`config.mk`:
```
export PLATFORM = sky130hd
export DESIGN_NAME = multichannel_gate_timer_unit
export DESIGN_NICKNAME = d
export VERILOG_FILES = /design/src/rtl/core/mgt_pkg.sv /design/src/rtl/core/mgt_ctrl.sv /design/src/rtl/core/mgt_datapath.sv /design/src/rtl/core/multichannel_gate_timer_unit.sv
export SDC_FILE = /design/constraint.sdc
export NUM_CORES = 1
export LEC_CHECK = 0
export BUFFER_PORTS_ARGS = -buffer_cell sky130_fd_sc_hd__buf_2
export CAP_MARGIN = 20
export CELL_PAD_IN_SITES_DETAIL_PLACEMENT = 1
export CELL_PAD_IN_SITES_GLOBAL_PLACEMENT = 1
export CORE_ASPECT_RATIO = 2
export CORE_MARGIN = 4
export CORE_UTILIZATION = 55
export CTS_CLUSTER_SIZE = 40
export DETAILED_ROUTE_END_ITERATION = 10
export PLACE_DENSITY = 0.9
export SYNTH_ARGS = -nofsm -noshare
export SYNTH_HDL_FRONTEND = slang
export SYNTH_SLANG_ARGS = --single-unit
```
`constraint.sdc`:
```
create_clock -name clk -period 6.27 [get_ports clk]
set_input_delay 0.9405 -clock clk [delete_from_list [all_inputs] [get_ports clk]]
set_output_delay 0.9405 -clock clk [all_outputs]
set_load 0.02 [all_outputs]
```
`src/rtl/core/mgt_pkg.sv`:
```
// Shared types and constants for the multichannel gate timer.
// Holds field widths, function and phase codes, register indexes and the
// command and status structs between controller and datapath. No dependencies.
package mgt_pkg;

	// Sizing of the channel set and the note table.
	localparam int CHANNELS    = 4;
	localparam int TABLE_DEPTH = 16;
	localparam int TBL_AW      = (TABLE_DEPTH > 1) ? $clog2(TABLE_DEPTH) : 1;

	// Field widths.
	localparam int FUNC_W  = 2;
	localparam int PIN_W   = 8;
	localparam int VAL_W   = 16;
	localparam int TIME_W  = 32;
	localparam int TIDX_W  = 4;
	localparam int TSZ_W   = 5;
	localparam int NOTE_W  = 8;
	localparam int NBIT_W  = $clog2(NOTE_W);
	localparam int CH_W    = 2;
	localparam int MASK_W  = 4;
	localparam int PWM_W   = 8;

	// Stream and configuration port widths.
	localparam int IN_TDATA_W  = 64;
	localparam int OUT_TDATA_W = 24;
	localparam int CFG_IDX_W   = 3;
	localparam int CFG_DATA_W  = 8;

	// Configuration register indexes.
	localparam int NUM_PIN_REGS = 4;
	localparam logic [CFG_IDX_W-1:0] REG_PIN0       = 3'd0;
	localparam logic [CFG_IDX_W-1:0] REG_PIN1       = 3'd1;
	localparam logic [CFG_IDX_W-1:0] REG_PIN2       = 3'd2;
	localparam logic [CFG_IDX_W-1:0] REG_PIN3       = 3'd3;
	localparam logic [CFG_IDX_W-1:0] REG_TABLE_SIZE = 3'd4;
	localparam logic [TSZ_W-1:0]     TSZ_RESET      = 5'd16;

	// Input item kinds.
	typedef enum logic [FUNC_W-1:0] {
		FUNC_TICK   = 2'd0,
		FUNC_GATE   = 2'd1,
		FUNC_NOTE   = 2'd2,
		FUNC_TBL_WR = 2'd3
	} func_t;

	// Per-channel phase.
	typedef enum logic [1:0] {
		PH_WAITING  = 2'd0,
		PH_RUNNING  = 2'd1,
		PH_FINISHED = 2'd2
	} phase_t;

	// Controller states.
	typedef enum logic [2:0] {
		ST_IDLE,
		ST_DECODE,
		ST_TICK,
		ST_FIND,
		ST_DIV,
		ST_READ,
		ST_WRITE,
		ST_DONE
	} state_t;

	// Commands from controller to datapath.
	typedef struct packed {
		logic              load;
		logic              tick_step;
		logic              arm;
		logic              note_hit;
		logic              div_step;
		logic              tbl_wr;
		logic              tbl_rd;
		logic              out_load;
		logic [CH_W-1:0]   ch;
		logic [NBIT_W-1:0] bit_sel;
	} mgt_cmd_t;

	// Status from datapath to controller.
	typedef struct packed {
		func_t func;
		logic  match;
		logic  out_free;
	} mgt_status_t;

endpackage

```
`src/rtl/core/mgt_ctrl.sv`:
```
// Controller state machine of the gate timer: sequences channel scans,
// the remainder unit, note table access and result hand-off.
// Depends on mgt_pkg.
module mgt_ctrl import mgt_pkg::*; (
	input  logic        clk,
	input  logic        arst_n,
	input  logic        in_valid,
	output logic        in_ready,
	input  mgt_status_t status,
	output mgt_cmd_t    cmd
);

	state_t              state_q, state_d;
	logic [CH_W-1:0]     ch_q;
	logic [NBIT_W-1:0]   bit_q;
	logic                ch_last;

	assign ch_last = (ch_q == CH_W'(CHANNELS - 1));

	// State register and scan counters.
	always_ff @(posedge clk or negedge arst_n) begin
		if (!arst_n) begin
			state_q <= ST_IDLE;
			ch_q    <= '0;
			bit_q   <= '0;
		end else begin
			state_q <= state_d;
			case (state_q)
				ST_IDLE: begin
					ch_q <= '0;
				end
				ST_TICK: begin
					ch_q <= ch_q + CH_W'(1);
				end
				ST_FIND: begin
					ch_q  <= ch_q + CH_W'(1);
					bit_q <= NBIT_W'(NOTE_W - 1);
				end
				ST_DIV: begin
					bit_q <= bit_q - NBIT_W'(1);
				end
				default: begin
				end
			endcase
		end
	end

	// Next state.
	always_comb begin
		state_d = state_q;
		case (state_q)
			ST_IDLE: begin
				if (in_valid) state_d = ST_DECODE;
			end
			ST_DECODE: begin
				case (status.func)
					FUNC_TICK:   state_d = ST_TICK;
					FUNC_GATE:   state_d = ST_FIND;
					FUNC_NOTE:   state_d = ST_FIND;
					FUNC_TBL_WR: state_d = ST_WRITE;
					default:     state_d = ST_DONE;
				endcase
			end
			ST_TICK: begin
				if (ch_last) state_d = ST_DONE;
			end
			ST_FIND: begin
				if (status.match) begin
					state_d = (status.func == FUNC_NOTE) ? ST_DIV : ST_DONE;
				end else if (ch_last) begin
					state_d = ST_DONE;
				end
			end
			ST_DIV: begin
				if (bit_q == '0) state_d = ST_READ;
			end
			ST_READ: begin
				state_d = ST_DONE;
			end
			ST_WRITE: begin
				state_d = ST_DONE;
			end
			ST_DONE: begin
				if (status.out_free) state_d = ST_IDLE;
			end
			default: begin
				state_d = ST_IDLE;
			end
		endcase
	end

	// Commands and handshake.
	always_comb begin
		cmd         = '0;
		cmd.ch      = ch_q;
		cmd.bit_sel = bit_q;
		in_ready    = 1'b0;
		case (state_q)
			ST_IDLE: begin
				in_ready = 1'b1;
				cmd.load = in_valid;
			end
			ST_TICK: begin
				cmd.tick_step = 1'b1;
			end
			ST_FIND: begin
				cmd.arm      = status.match && (status.func == FUNC_GATE);
				cmd.note_hit = status.match && (status.func == FUNC_NOTE);
			end
			ST_DIV: begin
				cmd.div_step = 1'b1;
			end
			ST_READ: begin
				cmd.tbl_rd = 1'b1;
			end
			ST_WRITE: begin
				cmd.tbl_wr = 1'b1;
			end
			ST_DONE: begin
				cmd.out_load = status.out_free;
			end
			default: begin
			end
		endcase
	end

endmodule

```
`src/rtl/core/mgt_datapath.sv`:
```
// Datapath of the gate timer: configuration registers, channel state,
// shared time comparator, bit-serial remainder unit, note table and result register.
// Depends on mgt_pkg.
module mgt_datapath import mgt_pkg::*; (
	input  logic                   clk,
	input  logic                   arst_n,
	input  mgt_cmd_t               cmd,
	output mgt_status_t            status,
	input  logic [FUNC_W-1:0]      in_func,
	input  logic [IN_TDATA_W-1:0]  in_data,
	input  logic                   cfg_we,
	input  logic [CFG_IDX_W-1:0]   cfg_index,
	input  logic [CFG_DATA_W-1:0]  cfg_data,
	output logic                   out_valid,
	input  logic                   out_ready,
	output logic [OUT_TDATA_W-1:0] out_data,
	output logic                   out_user
);

	// Configuration registers.
	logic [PIN_W-1:0]  pin_cfg_q [NUM_PIN_REGS];
	logic [TSZ_W-1:0]  tsize_q;

	// Captured input item.
	func_t             func_q;
	logic [PIN_W-1:0]  pin_q;
	logic [VAL_W-1:0]  value_q;
	logic [TIME_W-1:0] now_q;
	logic [TIDX_W-1:0] tidx_q;

	// Channel state.
	logic [TIME_W-1:0] start_q [CHANNELS];
	logic [TIME_W-1:0] end_q   [CHANNELS];
	phase_t            phase_q [CHANNELS];
	logic              level_q [CHANNELS];
	logic [NOTE_W-1:0] note_q  [CHANNELS];

	// Per-item result state.
	logic [MASK_W-1:0] changed_q;
	logic              found_q;
	logic              pwm_valid_q;
	logic [CH_W-1:0]   pwm_ch_q;
	logic [PWM_W-1:0]  pwm_val_q;
	logic [TSZ_W-1:0]  rem_q;

	// Note table.
	logic [PWM_W-1:0]  tbl_mem [TABLE_DEPTH];

	// Result register.
	logic                   out_valid_q;
	logic [OUT_TDATA_W-1:0] out_data_q;
	logic                   out_user_q;

	logic [MASK_W-1:0] levels;
	logic [TSZ_W-1:0]  size_eff;
	logic [TSZ_W-1:0]  rem_shift;
	logic [NOTE_W-1:0] note_in;

	assign note_in = value_q[NOTE_W-1:0];

	// Configuration writes; indexes past the list are dropped.
	always_ff @(posedge clk or negedge arst_n) begin
		if (!arst_n) begin
			for (int i = 0; i < NUM_PIN_REGS; i++) begin
				pin_cfg_q[i] <= PIN_W'(i);
			end
			tsize_q <= TSZ_RESET;
		end else if (cfg_we) begin
			if (cfg_index < REG_TABLE_SIZE) begin
				pin_cfg_q[cfg_index[CH_W-1:0]] <= cfg_data[PIN_W-1:0];
			end else if (cfg_index == REG_TABLE_SIZE) begin
				tsize_q <= cfg_data[TSZ_W-1:0];
			end
		end
	end

	// Effective divisor: zero counts as one, large values clamp to the depth.
	always_comb begin
		if (tsize_q == '0) begin
			size_eff = TSZ_W'(1);
		end else if (32'(tsize_q) > 32'(TABLE_DEPTH)) begin
			size_eff = TSZ_W'(TABLE_DEPTH);
		end else begin
			size_eff = tsize_q;
		end
	end

	// Input capture.
	always_ff @(posedge clk) begin
		if (cmd.load) begin
			func_q  <= func_t'(in_func);
			pin_q   <= in_data[PIN_W-1:0];
			value_q <= in_data[PIN_W +: VAL_W];
			now_q   <= in_data[PIN_W+VAL_W +: TIME_W];
			tidx_q  <= in_data[PIN_W+VAL_W+TIME_W +: TIDX_W];
		end
	end

	// Status toward the controller.
	assign status.func     = func_q;
	assign status.match    = (pin_cfg_q[cmd.ch] == pin_q);
	assign status.out_free = !out_valid_q || out_ready;

	// Channel updates: one channel per step on ticks, one arm on a match.
	always_ff @(posedge clk or negedge arst_n) begin
		if (!arst_n) begin
			for (int c = 0; c < CHANNELS; c++) begin
				start_q[c] <= '0;
				end_q[c]   <= '0;
				phase_q[c] <= PH_FINISHED;
				level_q[c] <= 1'b0;
				note_q[c]  <= '0;
			end
		end else begin
			if (cmd.tick_step) begin
				case (phase_q[cmd.ch])
					PH_WAITING: begin
						if (start_q[cmd.ch] <= now_q) begin
							level_q[cmd.ch] <= 1'b1;
							phase_q[cmd.ch] <= PH_RUNNING;
						end
					end
					PH_RUNNING: begin
						if (end_q[cmd.ch] <= now_q) begin
							level_q[cmd.ch] <= 1'b0;
							phase_q[cmd.ch] <= PH_FINISHED;
						end
					end
					default: begin
					end
				endcase
			end
			if (cmd.arm) begin
				start_q[cmd.ch] <= now_q;
				end_q[cmd.ch]   <= now_q + TIME_W'(value_q);
				phase_q[cmd.ch] <= PH_WAITING;
			end
			if (cmd.note_hit) begin
				note_q[cmd.ch] <= note_in;
			end
		end
	end

	// One remainder bit per step: shift in the next note bit, subtract if it fits.
	assign rem_shift = {rem_q[TSZ_W-2:0], note_in[cmd.bit_sel]};

	// Per-item result flags and the remainder register.
	always_ff @(posedge clk) begin
		if (cmd.load) begin
			changed_q   <= '0;
			found_q     <= 1'b0;
			pwm_valid_q <= 1'b0;
			pwm_ch_q    <= '0;
			rem_q       <= '0;
		end else begin
			if (cmd.tick_step) begin
				if ((phase_q[cmd.ch] == PH_WAITING) && (start_q[cmd.ch] <= now_q) &&
				    !level_q[cmd.ch]) begin
					changed_q[cmd.ch] <= 1'b1;
				end
				if ((phase_q[cmd.ch] == PH_RUNNING) && (end_q[cmd.ch] <= now_q) &&
				    level_q[cmd.ch]) begin
					changed_q[cmd.ch] <= 1'b1;
				end
			end
			if (cmd.arm) begin
				found_q <= 1'b1;
			end
			if (cmd.note_hit) begin
				found_q     <= 1'b1;
				pwm_valid_q <= 1'b1;
				pwm_ch_q    <= cmd.ch;
			end
			if (cmd.div_step) begin
				rem_q <= (rem_shift >= size_eff) ? (rem_shift - size_eff) : rem_shift;
			end
		end
	end

	// Note table write port.
	always_ff @(posedge clk) begin
		if (cmd.tbl_wr && (32'(tidx_q) < 32'(TABLE_DEPTH))) begin
			tbl_mem[TBL_AW'(tidx_q)] <= value_q[PWM_W-1:0];
		end
	end

	// Note table registered read.
	always_ff @(posedge clk) begin
		if (cmd.load) begin
			pwm_val_q <= '0;
		end else if (cmd.tbl_rd) begin
			pwm_val_q <= tbl_mem[TBL_AW'(rem_q)];
		end
	end

	// Gate level mask, unused channel bits read as zero.
	always_comb begin
		levels = '0;
		for (int c = 0; c < CHANNELS; c++) begin
			levels[c] = level_q[c];
		end
	end

	// Result register valid flag.
	always_ff @(posedge clk or negedge arst_n) begin
		if (!arst_n) begin
			out_valid_q <= 1'b0;
		end else if (cmd.out_load) begin
			out_valid_q <= 1'b1;
		end else if (out_ready) begin
			out_valid_q <= 1'b0;
		end
	end

	// Result register payload.
	always_ff @(posedge clk) begin
		if (cmd.out_load) begin
			out_data_q <= {5'b0, found_q, pwm_val_q, pwm_ch_q, changed_q, levels};
			out_user_q <= pwm_valid_q;
		end
	end

	assign out_valid = out_valid_q;
	assign out_data  = out_data_q;
	assign out_user  = out_user_q;

endmodule

```
`src/rtl/core/multichannel_gate_timer_unit.sv`:
```
// Top level of the multichannel gate timer: stream ports, configuration port,
// controller and datapath. Depends on mgt_pkg, mgt_ctrl and mgt_datapath.
//
// The block keeps four gate channels, each named by a configured pin, and takes
// one item at a time from its input stream, giving exactly one result per item.
// A tick visits every channel in turn, since one shared 32-bit comparator
// visits one channel per cycle. A gate command searches the channels in order
// and stops at the first one whose pin matches, or after the last channel when
// no pin matches. A note command does the same search; after it an 8-step
// bit-serial remainder unit reduces the note by the table size and the note
// table is read through its registered port. Results wait in an output
// register, so a stalled output delays only the hand-off of the next result.
// Configuration writes are always taken and must only be issued while the block
// is idle.
module multichannel_gate_timer_unit import mgt_pkg::*; (
	input  logic                   clk,
	input  logic                   arst_n,
	// Input stream.
	input  logic                   s_axis_tvalid,
	output logic                   s_axis_tready,
	// tdata: pin[7:0], value[23:8], now_ms[55:24], table_index[59:56], zero fill
	input  logic [IN_TDATA_W-1:0]  s_axis_tdata,
	// tuser: func[1:0]
	input  logic [FUNC_W-1:0]      s_axis_tuser,
	// Result stream.
	output logic                   m_axis_tvalid,
	input  logic                   m_axis_tready,
	// tdata: gate_levels[3:0], gate_changed[7:4], pwm_channel[9:8],
	//        pwm_value[17:10], pin_found[18], zero fill
	output logic [OUT_TDATA_W-1:0] m_axis_tdata,
	// tuser: pwm_valid[0]
	output logic                   m_axis_tuser,
	// Configuration write channel.
	input  logic                   cfg_valid,
	output logic                   cfg_ready,
	input  logic [CFG_IDX_W-1:0]   cfg_index,
	input  logic [CFG_DATA_W-1:0]  cfg_data
);

	mgt_cmd_t    cmd;
	mgt_status_t status;

	// Register writes are always accepted.
	assign cfg_ready = 1'b1;

	// Sequencer.
	mgt_ctrl u_ctrl (
		.clk      (clk),
		.arst_n   (arst_n),
		.in_valid (s_axis_tvalid),
		.in_ready (s_axis_tready),
		.status   (status),
		.cmd      (cmd)
	);

	// Channel state, arithmetic, note table and result register.
	mgt_datapath u_dp (
		.clk       (clk),
		.arst_n    (arst_n),
		.cmd       (cmd),
		.status    (status),
		.in_func   (s_axis_tuser),
		.in_data   (s_axis_tdata),
		.cfg_we    (cfg_valid && cfg_ready),
		.cfg_index (cfg_index),
		.cfg_data  (cfg_data),
		.out_valid (m_axis_tvalid),
		.out_ready (m_axis_tready),
		.out_data  (m_axis_tdata),
		.out_user  (m_axis_tuser)
	);

endmodule

```
== Word level (Yosys, flattened, before mapping) ==
Memory sizes are Yosys's and may differ from the RTL's. A register that Yosys moved wholly into a read port is not among the register bits.
Cells that the tools add are included.

* $lt $le $gt $ge: 12
* Muxes and demuxes: 69
* Equal/unequal tests: 19
* Reductions and logical operators: 29
* $add $sub $neg: 4
* Bitwise gates (word level): 16

{| class="wikitable"
|+ Operator list
! kind !! count
|-
| $bwmux W128 || 2
|-
| $mux W32 || 5
|-
| $bmux W32 S2 || 2
|-
| $demux W32 S2 || 1
|-
| $le A32 B32 Y1 || 2
|-
| $mux W8 || 7
|-
| $add A32 B16 Y32 || 1
|-
| $bwmux W32 || 1
|-
| $mux W4 || 7
|-
| $pmux W3 S7 || 1
|-
| $or A4 B4 Y4 || 5
|-
| $mux W1 || 18
|-
| $bmux W8 S2 || 1
|-
| $demux W8 S2 || 1
|-
| $pmux W8 S2 || 1
|-
| $eq A3 B3 Y1 const B || 5
|-
| $mux W3 || 5
|-
| $and A4 B4 Y4 || 3
|-
| $not A4 Y4 || 3
|-
| $mux W2 || 5
|-
| $mux W5 || 2
|-
| $reduce_bool A2 Y1 || 5
|-
| $logic_and A1 B1 Y1 || 9
|-
| $pmux W3 S3 || 1
|-
| other kinds (39) || 56
|}

* Bits in registers: 408
* Memories: 1
* Input bits: 82
* Memory bits (writable): 128
* Output and inout port bits: 28

{| class="wikitable"
|+ Memories
! name !! words !! bits a word !! rd ports !! clocked after memory_dff !! write ports !! RTL line !! RTL
|-
| u_dp.tbl_mem || 16 || 8 || 1 || 1 || 1 || mgt_datapath.sv:47 || <nowiki>logic [PWM_W-1:0] tbl_mem [TABLE_DEPTH];</nowiki>
|}

== Logic depth before layout (Yosys ltp) ==
* Depth after elaboration: 12
* Mapped depth: 15
* Mapped depth without buffers: 12

== By module ==
Synthesis repeated with hierarchy kept, for this count alone.

* Cells, all modules: 2073
* Area, all modules: 25574.5 µm²

{| class="wikitable"
|+ Modules (own cells, without submodules)
! module !! sequential area each (µm²) !! area each (µm²) !! cells each !! times used
|-
| mgt_datapath || 14375.0 || 24948.9 || 1996 || 1
|-
| mgt_ctrl || 200.2 || 614.3 || 75 || 1
|-
| multichannel_gate_timer_unit || 0.0 || 11.3 || 2 || 1
|}

== Least setup slack after synthesis ==
OpenSTA, ideal clock, no wires.

* Path type: register to register
* Start: reg u_ctrl.ch_q[0]
* End: reg with a tool-made name
* Cell stages (with the launch flop): 14
* Library setup time: 0.117 ns
* Arrival time: 3.980 ns
* Period minus slack after synthesis: 4.096 ns
* Path slack: 2.174 ns
* Path through: dfrtp_1 > buf_6 > buf_6 > buf_2 > buf_1 > mux4_2 > ha_1 > nand4_1 > or4_1 > o211ai_1 > a31oi_1 > o21a_1 > mux2_2 > a22o_1

{| class="wikitable"
|+ RTL lines
! element !! RTL line !! RTL
|-
| start: declaration || mgt_ctrl.sv:14 || <nowiki>logic [CH_W-1:0] ch_q;</nowiki>
|-
| start signal: assignment || mgt_ctrl.sv:33 || <nowiki>ch_q <= ch_q + CH_W'(1);</nowiki>
|-
| start signal: assignment || mgt_ctrl.sv:36 || <nowiki>ch_q <= ch_q + CH_W'(1);</nowiki>
|}

==> impl_metrics.yaml <==
clocking:
  clk_path_buf_depth: 3
  root_buffer: "clkbuf_16"
  clk_pin_slew_worst_paths_ps: 70
  insertion_delay_ps: 610
  hold_buffers: 0
  htreeDepth: 2
  cts_setup_buffers: 0
  clock-sinks: 544
  postCtsResizedCells: 0
  cts_tree: "done"
  cts_buffers: 48
yosys:
  netlist.area_leader.share_pct: 31.47
  syn_area_um2: 24260
  yosys-top-cells-area: "dfrtp_1 31%, edfxtp_1 26%, mux4_2 11%, o21ai_0 5.2%, ha_1 4.8%"
  synth_area_leader_cell: "dfrtp_1"
  synth.most_common_cell: "nand2_1"
  muxShareOfSynthArea_pct: 14.32
  synth-async-reset-ratio_pct: 57.72
  synth_cell_type_count: 61
  synth_compound_area_share_pct: 8.511
  yosys.area_share.simple_pct: 8.099
  synth_xor_area_share_pct: 1.295
  synth_edf_count: 210
  ys_seq_area_share_pct: 60.09
  synthFlopType: "dfrtp_1"
  ys_warn_count: 0
  avgSynthCellArea_um2: 13.14
  syn_inst: 1846
  synth_fa_ha_area_share_pct: 5.014
  synth_top_family_by_area: "multiplexers"
  ys_top_cells_by_count: "308 x nand2_1, 305 x dfrtp_1, 250 x o21ai_0, 210 x edfxtp_1, 117 x mux4_2"
  synth_seq_cells: 544
die:
  dieHeight_um: 305.0
  core_um2: 43510
  fp.dieArea_um2: 47730
  initial_core_util_pct: 55.75
  num_io_pins: 110
  die_w_um: 156.5
  row_count: 108
global_route:
  gr-total-overflow: 0
  grt_pass1_vias: 19230
  grt_antenna_before_repair: 0
  grt_use_total_pct: 32.62
  grt_max_degree: 193
  grt_pass1_wl_um: 118000
final_layout:
  finalNonFillerCells: 2520
  multi_input_area_um2: 9084
  num-fill-cells: 4152
  finish.instance_area_um2: 27010
  syn_to_final_growth_pct: 11.35
  final_nets: 2108
  layout-drive-gt1-share_pct: 20.91
  antenna_cells: 0
  seq_area_um2: 14580
placed_design:
  placed_cells: 2429
  gp_congestion: 0.8374
  dp_hpwl_um: 47410
  io_buffers: 99
  dpl_cell_area_um2: 25290
sta:
  fin_tns_setup_ps: 0
  setup_viol: 0
  hold_viol: 0
  max_slew_margin_pct: 22.75
  max_freq_ghz: 0.2177
  finalCritPeriodShare_pct: 73.25
  final_max_slew_viol_count: 0
  finalCriticalPeriod_ps: 4592
  finClkSkew_ps: 38.90
  worstMarginPinSlew_ps: 1155
  rsz0062_at_grt: "no"
pwr:
  power_density_nw_per_um2: 361.7
  ir_drop_v: 0.0003524
  total_leakage_power_nw: 11.32
critical_path:
  path_class: "flop to flop"
  critPathLaunch: "u_ctrl.ch_q[1]"
  worstReg2RegStart: "u_ctrl.ch_q[1]"
  startpoint_type: "flop"
  reg2reg_slack_ps: 1680
  cp_max_fo: 48
  required_ps: 6760
  arrival_ps: 5080
  end_kind: "flop"
  reg2reg_depth: 11
worst_hold_path:
  min_path_type: "flop to flop"
flow_run:
  cap_violations: 0
route:
  ant_nets: 0
  via_per_inst: 6.659
  first_pass_iters: 5
  num_vias: 16780
  drc: 0
  wl_per_cell_um: 30.41
  wl_um: 76630
  first_iter_violations: 1422
outcome:
  status: "completed"
## per-layer routing
layer  global-route usage [%]  wire length [um]  vias to the layer above
li1                         -                 -                     6875
met1                    36.07             25490                     8738
met2                    57.89             41370                      858
met3                    4.785              4069                      310
met4                    20.34              5707                        0
met5                        0                 0                        -
## where the power goes
| part | switching, mW | leakage [nW] | internal (mW) |
|---|---|---|---|
| Combinational | 1.13 | 4.19 | 0.935 |
| Sequential | 0.410 | 6.32 | 4.04 |
| Clock | 1.43 | 0.821 | 1.82 |
## stage by stage
stage	total power, mW	setup WS [ps]	utilization [%]	hold WS (ps)
after global placement	6.368	1786	58.12	415.5
after detailed placement	6.526	1701	58.12	413.7
after floorplan	5.806	2174	-	407.6
final	9.769	1678	62.07	430.7
after global routing	10.11	1532	62.07	450.6
after CTS	9.796	1363	62.05	436.0
## area by class of cell
cell class / count / share of cell area [%]
clock buffer: 62 / 4.975
clock inverter: 28 / 1.357
inverter: 50 / 0.6995
multi-input combinational: 1159 / 33.63
sequential: 544 / 54.00
tap: 550 / 2.548
timing repair buffer: 127 / 2.789
## cells by family after synthesis
family | after synthesis
muxes | 191
adders and majority gates | 96
buffers and inverters | 147
and+or+nand+nor | 454
xor gates and xnor gates | 35
AOI/OAI and AO/OA | 377
DFF | 544
other | 2
## worst min-delay path by stage
| stage | depth (start not counted) | endpoint | start |
|---|---|---|---|
| 6_report | 0 | u_dp.out_data[8] | u_dp.pwm_ch_q[0] |
| 5_1_grt | 0 | u_dp.out_data[13] | u_dp.pwm_val_q[3] |
| 4_1_cts | 0 | u_dp.out_data[13] | u_dp.pwm_val_q[3] |
| 3_5_place_dp | 0 | u_dp.out_data[13] | u_dp.pwm_val_q[3] |
| 3_3_place_gp | 0 | u_dp.out_data[9] | u_dp.pwm_ch_q[1] |
| 2_1_floorplan | 0 | u_dp.out_data[8] | u_dp.pwm_ch_q[0] |
## registers in the layout (all words and copies together) (netlist names), 3 cells and up, named ones only
| register | flops |
|---|---|
| u_dp.out_data | 19 |
| u_dp.now_q | 32 |
| u_dp.start_q | 128 |
| u_dp.tsize_q | 5 |
| u_ctrl.bit_q | 3 |
| u_ctrl.state_q | 3 |
| u_dp.pin_q | 8 |
| u_dp.pwm_val_q | 8 |
| u_dp.tbl_mem | 128 |
| u_dp.tidx_q | 4 |
| u_dp.value_q | 16 |
| u_dp.end_q | 128 |
| u_dp.pin_cfg_q | 32 |
| u_dp.rem_q | 4 |
| u_dp.phase_q | 8 |
## critical path, stage by stage, from the launching register on
cell      delay (ps)
dfrtp_4          990
buf_4            410
mux4_2           360
ha_1             340
nand4_1          230
nor4_1           730
a221oi_1         200
o211ai_1         190
a31oi_1          170
o21a_1           350
mux2_2           320
a22o_1           190
## layout by cell type, fill, tap and decap left out, types with 25 or more instances in the layout
| cell | count |
|---|---|
| nand2_1 | 306 |
| dfrtp_1 | 303 |
| o21ai_0 | 250 |
| edfxtp_1 | 210 |
| mux4_2 | 117 |
| buf_2 | 98 |
| ha_1 | 94 |
| a21oi_1 | 65 |
| mux2_2 | 54 |
| inv_1 | 49 |
| clkbuf_16 | 48 |
| nor2_1 | 44 |
| xnor2_1 | 26 |
| buf_4 | 25 |
(Power assumes the default switching activity.)
